## src/rtl/uart_serial_transmitter_defines.svh

```systemverilog
// assertion macros for the serial transmitter
`ifndef UART_SERIAL_TRANSMITTER_DEFINES_SVH
`define UART_SERIAL_TRANSMITTER_DEFINES_SVH

`ifndef SYNTHESIS

// cond must hold in the same cycle as trig
`define UST_ASSERT_SAME(label, trig, cond, msg) \
	label: assert property (@(posedge clk) disable iff (!arst_n) (trig) |-> (cond)) \
		else $error(msg);

// cond must hold in the cycle after trig
`define UST_ASSERT_NEXT(label, trig, cond, msg) \
	label: assert property (@(posedge clk) disable iff (!arst_n) (trig) |=> (cond)) \
		else $error(msg);

`else

`define UST_ASSERT_SAME(label, trig, cond, msg)
`define UST_ASSERT_NEXT(label, trig, cond, msg)

`endif

`endif

```

## src/rtl/ust_pkg.sv

```systemverilog
// shared types and constants of the serial transmitter
package ust_pkg;

	// baud counter width default
	localparam int DividerWidthDef = 16;

	// depth of the queue between front and engine (power of two)
	localparam int QueueDepth = 4;

	// register map
	localparam int RegIdxW = 3;
	localparam logic [RegIdxW-1:0] REG_BIT_PERIOD    = 3'd0;
	localparam logic [RegIdxW-1:0] REG_WORD_LEN      = 3'd1;
	localparam logic [RegIdxW-1:0] REG_PARITY_ENABLE = 3'd2;
	localparam logic [RegIdxW-1:0] REG_PARITY_ODD    = 3'd3;
	localparam logic [RegIdxW-1:0] REG_STOP_COUNT    = 3'd4;

	// register reset values
	localparam logic [15:0] BitPeriodRst    = 16'd5208;
	localparam logic [3:0]  DataBitsRst     = 4'd8;
	localparam logic        ParityEnableRst = 1'b1;
	localparam logic        ParityOddRst    = 1'b0;
	localparam logic [1:0]  StopCountRst    = 2'd1;

	// data bit and stop bit limits
	localparam logic [3:0] DataBitsMin = 4'd5;
	localparam logic [3:0] DataBitsMax = 4'd8;
	localparam logic [1:0] StopMin     = 2'd1;
	localparam logic [1:0] StopMax     = 2'd2;

	typedef enum logic {
		OP_TICK,
		OP_SEND
	} op_kind_t;

	typedef struct packed {
		op_kind_t    kind;
		logic [7:0]  data;
	} op_t;

	typedef enum logic [2:0] {
		PH_IDLE,
		PH_START,
		PH_DATA,
		PH_PARITY,
		PH_STOP
	} phase_t;

	// frame format, already clamped to legal values
	typedef struct packed {
		logic [3:0] word_len;
		logic       parity_enable;
		logic       parity_odd;
		logic [1:0] stop_count;
	} frame_cfg_t;

endpackage

```

## src/rtl/ust_front.sv

```systemverilog
// front stage: takes input beats and turns them into queue operations
module ust_front
	import ust_pkg::*;
(
	input  logic       clk,
	input  logic       arst_n,
	input  logic       in_valid,
	output logic       in_ready,
	input  logic       command,
	input  logic [7:0] tx_byte,
	output logic       push_valid,
	input  logic       push_ready,
	output op_t        push_op
);

	logic s1_valid_q;
	op_t  op_s1;

	// stage is free when empty or when its beat moves on this cycle
	assign in_ready   = !s1_valid_q || push_ready;
	assign push_valid = s1_valid_q;
	assign push_op    = op_s1;

	// stage valid
	always_ff @(posedge clk or negedge arst_n) begin
		if (!arst_n) begin
			s1_valid_q <= 1'b0;
		end else if (in_ready) begin
			s1_valid_q <= in_valid;
		end
	end

	// classify the beat: a tick or a send request
	always_ff @(posedge clk) begin
		if (in_valid && in_ready) begin
			op_s1.kind <= command ? OP_SEND : OP_TICK;
			op_s1.data <= tx_byte;
		end
	end

endmodule

```

## src/rtl/ust_queue.sv

```systemverilog
// short fifo between front and engine
module ust_queue
	import ust_pkg::*;
(
	input  logic clk,
	input  logic arst_n,
	input  logic push_valid,
	output logic push_ready,
	input  op_t  push_op,
	output logic pop_valid,
	input  logic pop_ready,
	output op_t  pop_op
);

	localparam int PtrW = $clog2(QueueDepth);
	localparam int CntW = $clog2(QueueDepth + 1);

	op_t            entry_q [QueueDepth];
	logic [PtrW-1:0] wr_ptr_q;
	logic [PtrW-1:0] rd_ptr_q;
	logic [CntW-1:0] count_q;
	logic            push;
	logic            pop;

	assign push_ready = count_q != CntW'(QueueDepth);
	assign pop_valid  = count_q != '0;
	assign pop_op     = entry_q[rd_ptr_q];
	assign push       = push_valid && push_ready;
	assign pop        = pop_valid && pop_ready;

	// pointers and fill count
	always_ff @(posedge clk or negedge arst_n) begin
		if (!arst_n) begin
			wr_ptr_q <= '0;
			rd_ptr_q <= '0;
			count_q  <= '0;
		end else begin
			if (push) begin
				wr_ptr_q <= wr_ptr_q + 1'b1;
			end
			if (pop) begin
				rd_ptr_q <= rd_ptr_q + 1'b1;
			end
			if (push && !pop) begin
				count_q <= count_q + 1'b1;
			end else if (pop && !push) begin
				count_q <= count_q - 1'b1;
			end
		end
	end

	// entry storage
	always_ff @(posedge clk) begin
		if (push) begin
			entry_q[wr_ptr_q] <= push_op;
		end
	end

endmodule

```

## src/rtl/ust_engine.sv

```systemverilog
// back end: frame sequencer, baud counter and result register
module ust_engine
	import ust_pkg::*;
#(
	parameter int DIVIDER_WIDTH = DividerWidthDef
) (
	input  logic                     clk,
	input  logic                     arst_n,
	input  logic                     pop_valid,
	output logic                     pop_ready,
	input  op_t                      pop_op,
	input  logic [DIVIDER_WIDTH-1:0] period,
	input  frame_cfg_t               fcfg,
	output logic                     out_valid,
	input  logic                     out_ready,
	output logic                     tx_line,
	output logic                     busy_res,
	output logic                     rejected,
	output logic                     frame_done
);

	phase_t                    phase_q, phase_d;
	logic [DIVIDER_WIDTH-1:0]  tick_q, tick_d;
	logic [3:0]                bitpos_q, bitpos_d;
	logic [7:0]                shift_q, shift_d;
	logic                      parity_q, parity_d;
	logic                      line_q, line_d;
	logic                      done_d;
	logic                      out_valid_q;

	logic                      step;
	logic                      is_send;
	logic                      idle;
	logic                      start;
	logic                      reject;
	logic                      tick;
	logic [DIVIDER_WIDTH:0]    next_cnt;
	logic [DIVIDER_WIDTH-1:0]  period_eff;
	logic                      bit_end;
	logic [3:0]                bitpos_inc;
	logic                      data_last;
	logic                      stop_last;

	// one op per cycle unless the result register is held
	assign pop_ready = !out_valid_q || out_ready;
	assign step      = pop_valid && pop_ready;
	assign is_send   = pop_op.kind == OP_SEND;
	assign idle      = phase_q == PH_IDLE;
	assign start     = step && is_send && idle;
	assign reject    = step && is_send && !idle;
	assign tick      = step && !is_send && !idle;

	// baud counter compare, a zero period counts as one
	assign period_eff = (period == '0) ? DIVIDER_WIDTH'(1) : period;
	assign next_cnt   = {1'b0, tick_q} + 1'b1;
	assign bit_end    = tick && (next_cnt >= {1'b0, period_eff});

	// end of data and stop sections
	assign bitpos_inc = bitpos_q + 4'd1;
	assign data_last  = bitpos_inc >= fcfg.word_len;
	assign stop_last  = bitpos_inc >= {2'b00, fcfg.stop_count};

	// next phase
	always_comb begin
		phase_d = phase_q;
		if (start) begin
			phase_d = PH_START;
		end else if (bit_end) begin
			case (phase_q)
				PH_START: begin
					phase_d = PH_DATA;
				end
				PH_DATA: begin
					if (data_last) begin
						phase_d = fcfg.parity_enable ? PH_PARITY : PH_STOP;
					end
				end
				PH_PARITY: begin
					phase_d = PH_STOP;
				end
				PH_STOP: begin
					if (stop_last) begin
						phase_d = PH_IDLE;
					end
				end
				default: begin
					phase_d = PH_IDLE;
				end
			endcase
		end
	end

	// datapath and line level
	always_comb begin
		tick_d   = tick_q;
		bitpos_d = bitpos_q;
		shift_d  = shift_q;
		parity_d = parity_q;
		line_d   = line_q;
		done_d   = 1'b0;
		if (start) begin
			shift_d  = pop_op.data;
			tick_d   = '0;
			bitpos_d = '0;
			parity_d = 1'b0;
			line_d   = 1'b0;
		end else if (step && !is_send && idle) begin
			line_d = 1'b1;
		end else if (tick && !bit_end) begin
			tick_d = next_cnt[DIVIDER_WIDTH-1:0];
		end else if (bit_end) begin
			tick_d = '0;
			case (phase_q)
				PH_START: begin
					bitpos_d = '0;
					line_d   = shift_q[0];
					parity_d = parity_q ^ shift_q[0];
				end
				PH_DATA: begin
					bitpos_d = bitpos_inc;
					shift_d  = {1'b0, shift_q[7:1]};
					if (data_last) begin
						if (fcfg.parity_enable) begin
							line_d = parity_q ^ fcfg.parity_odd;
						end else begin
							bitpos_d = '0;
							line_d   = 1'b1;
						end
					end else begin
						line_d   = shift_q[1];
						parity_d = parity_q ^ shift_q[1];
					end
				end
				PH_PARITY: begin
					bitpos_d = '0;
					line_d   = 1'b1;
				end
				PH_STOP: begin
					bitpos_d = bitpos_inc;
					if (stop_last) begin
						bitpos_d = '0;
						line_d   = 1'b1;
						done_d   = 1'b1;
					end
				end
				default: begin
					line_d = 1'b1;
				end
			endcase
		end
	end

	// frame state
	always_ff @(posedge clk or negedge arst_n) begin
		if (!arst_n) begin
			phase_q  <= PH_IDLE;
			tick_q   <= '0;
			bitpos_q <= '0;
			shift_q  <= '0;
			parity_q <= 1'b0;
			line_q   <= 1'b1;
		end else begin
			phase_q  <= phase_d;
			tick_q   <= tick_d;
			bitpos_q <= bitpos_d;
			shift_q  <= shift_d;
			parity_q <= parity_d;
			line_q   <= line_d;
		end
	end

	// result valid
	always_ff @(posedge clk or negedge arst_n) begin
		if (!arst_n) begin
			out_valid_q <= 1'b0;
		end else if (pop_ready) begin
			out_valid_q <= step;
		end
	end

	// result payload
	always_ff @(posedge clk) begin
		if (step) begin
			tx_line    <= line_d;
			busy_res   <= phase_d != PH_IDLE;
			rejected   <= reject;
			frame_done <= done_d;
		end
	end

	assign out_valid = out_valid_q;

endmodule

```

## src/rtl/uart_serial_transmitter.sv

```systemverilog
// Serial transmitter top level: register port, front stage, queue and frame engine.
// Each input beat is one clock tick of the baud counter or a request to send a byte;
// every beat gives exactly one result beat. The block takes one beat per clock cycle
// for as long as the result side keeps up: a front register, a four-entry queue and
// a result register sit in that order on the path from each beat to its result, and
// the queue absorbs short stalls of the result side before in_ready drops. A frame is
// a low start bit, 5 to 8 data bits LSB first, an optional parity bit and one or two
// stop bits, each bit_period ticks long. Registers sit at byte addresses 0 (bit_period),
// 4 (word length), 8 (parity_enable), 12 (parity_odd) and 16 (stop_count); write them
// only while no frame is running.
`include "uart_serial_transmitter_defines.svh"

module uart_serial_transmitter
	import ust_pkg::*;
#(
	parameter int DIVIDER_WIDTH = DividerWidthDef
) (
	input  logic        clk,
	input  logic        arst_n,
	input  logic        psel,
	input  logic        penable,
	input  logic        pwrite,
	input  logic [4:0]  paddr,
	input  logic [31:0] pwdata,
	output logic [31:0] prdata,
	output logic        pready,
	input  logic        in_valid,
	output logic        in_ready,
	input  logic        command,
	input  logic [7:0]  tx_byte,
	output logic        out_valid,
	input  logic        out_ready,
	output logic        tx_line,
	output logic        busy_res,
	output logic        rejected,
	output logic        frame_done
);

	logic [15:0]              bit_period_q;
	logic [3:0]               word_len_q;
	logic                     parity_enable_q;
	logic                     parity_odd_q;
	logic [1:0]               stop_count_q;
	logic [RegIdxW-1:0]       reg_idx;
	logic                     reg_wr;
	logic [31:0]              period_wide;
	logic [DIVIDER_WIDTH-1:0] period;
	frame_cfg_t               fcfg;
	logic                     push_valid;
	logic                     push_ready;
	op_t                      push_op;
	logic                     pop_valid;
	logic                     pop_ready;
	op_t                      pop_op;

	assign pready  = 1'b1;
	assign reg_idx = paddr[4:2];
	assign reg_wr  = psel && penable && pwrite && pready;

	// configuration registers
	always_ff @(posedge clk or negedge arst_n) begin
		if (!arst_n) begin
			bit_period_q    <= BitPeriodRst;
			word_len_q      <= DataBitsRst;
			parity_enable_q <= ParityEnableRst;
			parity_odd_q    <= ParityOddRst;
			stop_count_q    <= StopCountRst;
		end else if (reg_wr) begin
			case (reg_idx)
				REG_BIT_PERIOD:    bit_period_q    <= pwdata[15:0];
				REG_WORD_LEN:      word_len_q      <= pwdata[3:0];
				REG_PARITY_ENABLE: parity_enable_q <= pwdata[0];
				REG_PARITY_ODD:    parity_odd_q    <= pwdata[0];
				REG_STOP_COUNT:    stop_count_q    <= pwdata[1:0];
				default: begin
				end
			endcase
		end
	end

	// register readback
	always_comb begin
		case (reg_idx)
			REG_BIT_PERIOD:    prdata = {16'd0, bit_period_q};
			REG_WORD_LEN:      prdata = {28'd0, word_len_q};
			REG_PARITY_ENABLE: prdata = {31'd0, parity_enable_q};
			REG_PARITY_ODD:    prdata = {31'd0, parity_odd_q};
			REG_STOP_COUNT:    prdata = {30'd0, stop_count_q};
			default:           prdata = '0;
		endcase
	end

	// divider kept to the counter width
	assign period_wide = {16'd0, bit_period_q};
	assign period      = period_wide[DIVIDER_WIDTH-1:0];

	// clamp the frame format to legal values
	always_comb begin
		fcfg.parity_enable = parity_enable_q;
		fcfg.parity_odd    = parity_odd_q;
		if (word_len_q < DataBitsMin) begin
			fcfg.word_len = DataBitsMin;
		end else if (word_len_q > DataBitsMax) begin
			fcfg.word_len = DataBitsMax;
		end else begin
			fcfg.word_len = word_len_q;
		end
		if (stop_count_q < StopMin) begin
			fcfg.stop_count = StopMin;
		end else if (stop_count_q > StopMax) begin
			fcfg.stop_count = StopMax;
		end else begin
			fcfg.stop_count = stop_count_q;
		end
	end

	ust_front u_front (
		.clk        (clk),
		.arst_n     (arst_n),
		.in_valid   (in_valid),
		.in_ready   (in_ready),
		.command    (command),
		.tx_byte    (tx_byte),
		.push_valid (push_valid),
		.push_ready (push_ready),
		.push_op    (push_op)
	);

	ust_queue u_queue (
		.clk        (clk),
		.arst_n     (arst_n),
		.push_valid (push_valid),
		.push_ready (push_ready),
		.push_op    (push_op),
		.pop_valid  (pop_valid),
		.pop_ready  (pop_ready),
		.pop_op     (pop_op)
	);

	ust_engine #(
		.DIVIDER_WIDTH (DIVIDER_WIDTH)
	) u_engine (
		.clk        (clk),
		.arst_n     (arst_n),
		.pop_valid  (pop_valid),
		.pop_ready  (pop_ready),
		.pop_op     (pop_op),
		.period     (period),
		.fcfg       (fcfg),
		.out_valid  (out_valid),
		.out_ready  (out_ready),
		.tx_line    (tx_line),
		.busy_res   (busy_res),
		.rejected   (rejected),
		.frame_done (frame_done)
	);

	// result consistency checks
	`UST_ASSERT_SAME(a_idle_line_high, out_valid && !busy_res, tx_line, "idle result with low line")
	`UST_ASSERT_SAME(a_reject_busy, out_valid && rejected, busy_res && !frame_done, "reject while idle")
	`UST_ASSERT_SAME(a_done_idle, out_valid && frame_done, !busy_res && tx_line, "frame end not idle")
	`UST_ASSERT_NEXT(a_queue_drains, pop_valid && pop_ready, out_valid, "popped op left no result")

endmodule

```

## config.mk

```make
export PLATFORM = sky130hd
export DESIGN_NAME = uart_serial_transmitter
export DESIGN_NICKNAME = d
export VERILOG_FILES = /design/src/rtl/ust_pkg.sv /design/src/rtl/ust_front.sv /design/src/rtl/ust_queue.sv /design/src/rtl/ust_engine.sv /design/src/rtl/uart_serial_transmitter.sv
export VERILOG_INCLUDE_DIRS = /design/src /design/src/rtl
export SDC_FILE = /design/constraint.sdc
export NUM_CORES = 1
export LEC_CHECK = 0
export BUFFER_PORTS_ARGS = -buffer_cell sky130_fd_sc_hd__buf_2
export CAP_MARGIN = 20
export CORE_ASPECT_RATIO = 0.7
export CORE_MARGIN = 4
export CORE_UTILIZATION = 45
export CTS_CLUSTER_DIAMETER = 120
export DETAILED_ROUTE_END_ITERATION = 10
export GPL_TIMING_DRIVEN = 0
export PLACE_DENSITY_LB_ADDON = 0.15
export SYNTH_ARGS = -nofsm -noshare
export SYNTH_HDL_FRONTEND = slang
export SYNTH_SLANG_ARGS = --single-unit
```

## constraint.sdc

```tcl
create_clock -name clk -period 4.7 [get_ports clk]
set_input_delay 1.41 -clock clk [delete_from_list [all_inputs] [get_ports clk]]
set_output_delay 1.41 -clock clk [all_outputs]
set_load 0.05 [all_outputs]
```

==> out/results.txt <==
Outcome - complete, no violations
Seq/Total Area, Yosys - 52.5%
Drt wl/cell - 15.7 um
Main synth FF type - dfrtp_1
Post-DP HPWL - 9050 um
I/O Pins - 92
Hold EP - u_queue.entry_q[3][4]
CTS Buffer Depth - 2
Final-report hold violation count - 0
CP Launch Type - primary input
Core footprint - 12700 um^2
Worst reg2reg endpoint - u_engine.tick_q[5]
GRT Resource Usage Total - 17.5%
Synthesis-to-finish area growth - 19.4%
CTS Root Cell - clkbuf_16
Vias - 4285
Clk slew on worst S/H paths - 50 ps
# Max-Cap Violations - 0
Die Ht - 104 um
Max Slew Vio Count - 0
Max rail drop VDD - 0.000297 V
Remaining antenna violation count after routing - 0
RSZ-0062 raised after global routing - false
Setup WS pre-CTS - 312 ps
Final nets - 708
First-pass GRT wire length - 21300 um
Clock buffer count from CTS - 17
Endpoints failing setup - 0
Clk_skew - 8.20 ps
Max FO, Critical Path - 10
Area leader, netlist - edfxtp_1
Die width - 146 um
Post-route cell area - 7130 um^2
Number of remaining DRC errors - 0
Commonest non-fill, non-tap cell in the layout - buf_2
WS Path Type - primary input to output pin
Cells on worst reg2reg path - 15
Hold Buf Count CTS - 0
Post-placement cell area - 6510 um^2
Synth area leaders - edfxtp_1 25%, dfrtp_1 24%, ha_1 6.1%
Syn. warnings - 0
CTS tree - yes
Required time worst endpoint - 3290 ps
Most frequent cells in the layout - 61 x buf_2, 57 x dfrtp_1, 49 x edfxtp_1
Final WL - 12500 um
Period utilization - 93.0%
Flops & latches, synth - 115
Synth Instances - 535
First-pass detailed-route iteration total - 4
Clk sink count - 115
Initial antenna violation count - 0
Synthesized area - 5970 um^2
Reg2reg start - u_engine.tick_q[2]
Clk Latency, worst-skew pair - 410 ps
Diode count - 0
Post-synth EDFFs - 49
Avg Synthesized Cell Area - 11.2 um^2
Hold Crit Class - flop to flop
Overall die area - 15200 um^2
Final setup TNS - 0 ps
Ys async rst share - 57.4%
Relative slew slack - 40.2%
Routability cong. - 0.854
Hold WS - 497 ps
Setup crit end kind - output pin
Setup ws final - 330 ps
Post-CTS setup buffer count - 0
Tmin final - 4370 ps
Leak - 3.21 nW
FF-to-FF setup slack - 470 ps
Grt ovf - 0
Vias in the first global route - 4304
Largest net degree at the start of global routing - 67
Maximum clock frequency - 229 MHz
Worst hold start - u_front.push_op[4]
Iter 0 DRT Violations - 263
Num rows - 34
WHS Path Cells - 0
Vias per inst - 5.36
Power Density - 506 nW/um^2
Pwr Total - 3.61 mW
H-tree levels - 4
Critical Path AT - 2960 ps
Synth unique cells - 64
Initial Utilization - 47.1%
Worst-Margin Slew - 897 ps
Port buffer count - 56
Layout cells sized above 1 - 23.8%
Post-synth top area share - 24.7%
per-stage QoR:
stage,util [%],std cells
after CTS,56.1,800
final,56.2,800
after floorplan,-,550
after global placement,51.3,768
after detailed placement,51.3,768
after global routing,56.2,800
synthesized netlist by cell type, drive strengths merged, types with 14 or more instances:
| cell type | number |
|---|---|
| xnor2 | 14 |
| and2 | 19 |
| nor3 | 14 |
| o21ai | 34 |
| ha | 29 |
| edfxtp | 49 |
| dfrtp | 57 |
| a21oi | 25 |
| buf | 25 |
| inv | 35 |
| nor2 | 25 |
| nand2 | 46 |
| nand3 | 22 |
layout make-up:
cell class / instances / area [um^2]
multi-input combinational: 362 / 2550
clock buffer: 17 / 425
sequential: 115 / 3130
inverter: 35 / 131
fill: 1085 / 5550
timing repair buffer: 56 / 283
tap: 162 / 203
clock inverter: 15 / 183
buffer: 38 / 214
repair_timing:
item                                   4_1_cts  5_1_grt
resized for setup                            0        2
endpoints found under the hold margin        0        0
setup endpoints to repair                    0       15
flip-flops by register name, summed over array words and instances, names as in the netlist:
name	cells
u_engine.bitpos_q	4
u_front.push_op	9
u_engine.out_valid	1
parity_enable_q	1
u_engine.tick_q	16
u_engine.busy_res	1
u_queue.entry_q	36
u_queue.rd_ptr_q	2
u_queue.wr_ptr_q	2
u_engine.rejected	1
u_engine.parity_q	1
parity_odd_q	1
bit_period_q	16
u_engine.shift_q	8
u_queue.count_q	3
u_front.push_valid	1
u_engine.tx_line	1
u_engine.line_q	1
u_engine.frame_done	1
word_len_q	4
stop_count_q	2
u_engine.phase_q	3
how the worst max path moves through the flow:
stage                                to  slack (ps)                from  depth (start not counted)
finish                       prdata[10]         330            paddr[2]                          6
global route                 prdata[10]          70            paddr[2]                          6
CTS                  u_engine.tick_q[5]         230  u_engine.tick_q[2]                         15
detailed placement  u_engine.tick_q[10]         310  u_engine.tick_q[2]                         15
global placement             prdata[10]         360            paddr[2]                          6
floorplan                     prdata[2]         430            paddr[2]                          3
per-layer routing:
layer | GRT usage [%] | part of all wire (%) | vias up
met1 | 24.7 | 48 | 2077
met4 | 5.62 | 1.7 | 0
met3 | 4.97 | 5.9 | 24
met5 | 0 | 0 | -
li1 | - | - | 2071
met2 | 26.1 | 44 | 113
cells by family (layout without fill, tap and decap cells):
group	count (synthesis)	in the layout	share of synthesized area, %
simple gates	158	158	13.6
other cells	2	17	0.126
compound gates	105	105	11.1
fa+ha+maj	30	30	6.42
xor+xnor	23	23	3.38
flops	115	115	52.5
buf+inv	73	161	5.79
mux	29	29	7.13
power by group:
group	switching [mW]	internal [mW]
registers	0.116	1.28
logic	0.555	0.346
clock network	0.479	0.836
total	1.15	2.46
worst max-delay path, stage by stage:
cell and delay (ps):
buf_2 120, buf_1 230, nor3_1 420, clkbuf_1 320, and2_1 190, buf_2 260
Note: power is estimated with default switching activity, not from simulation.
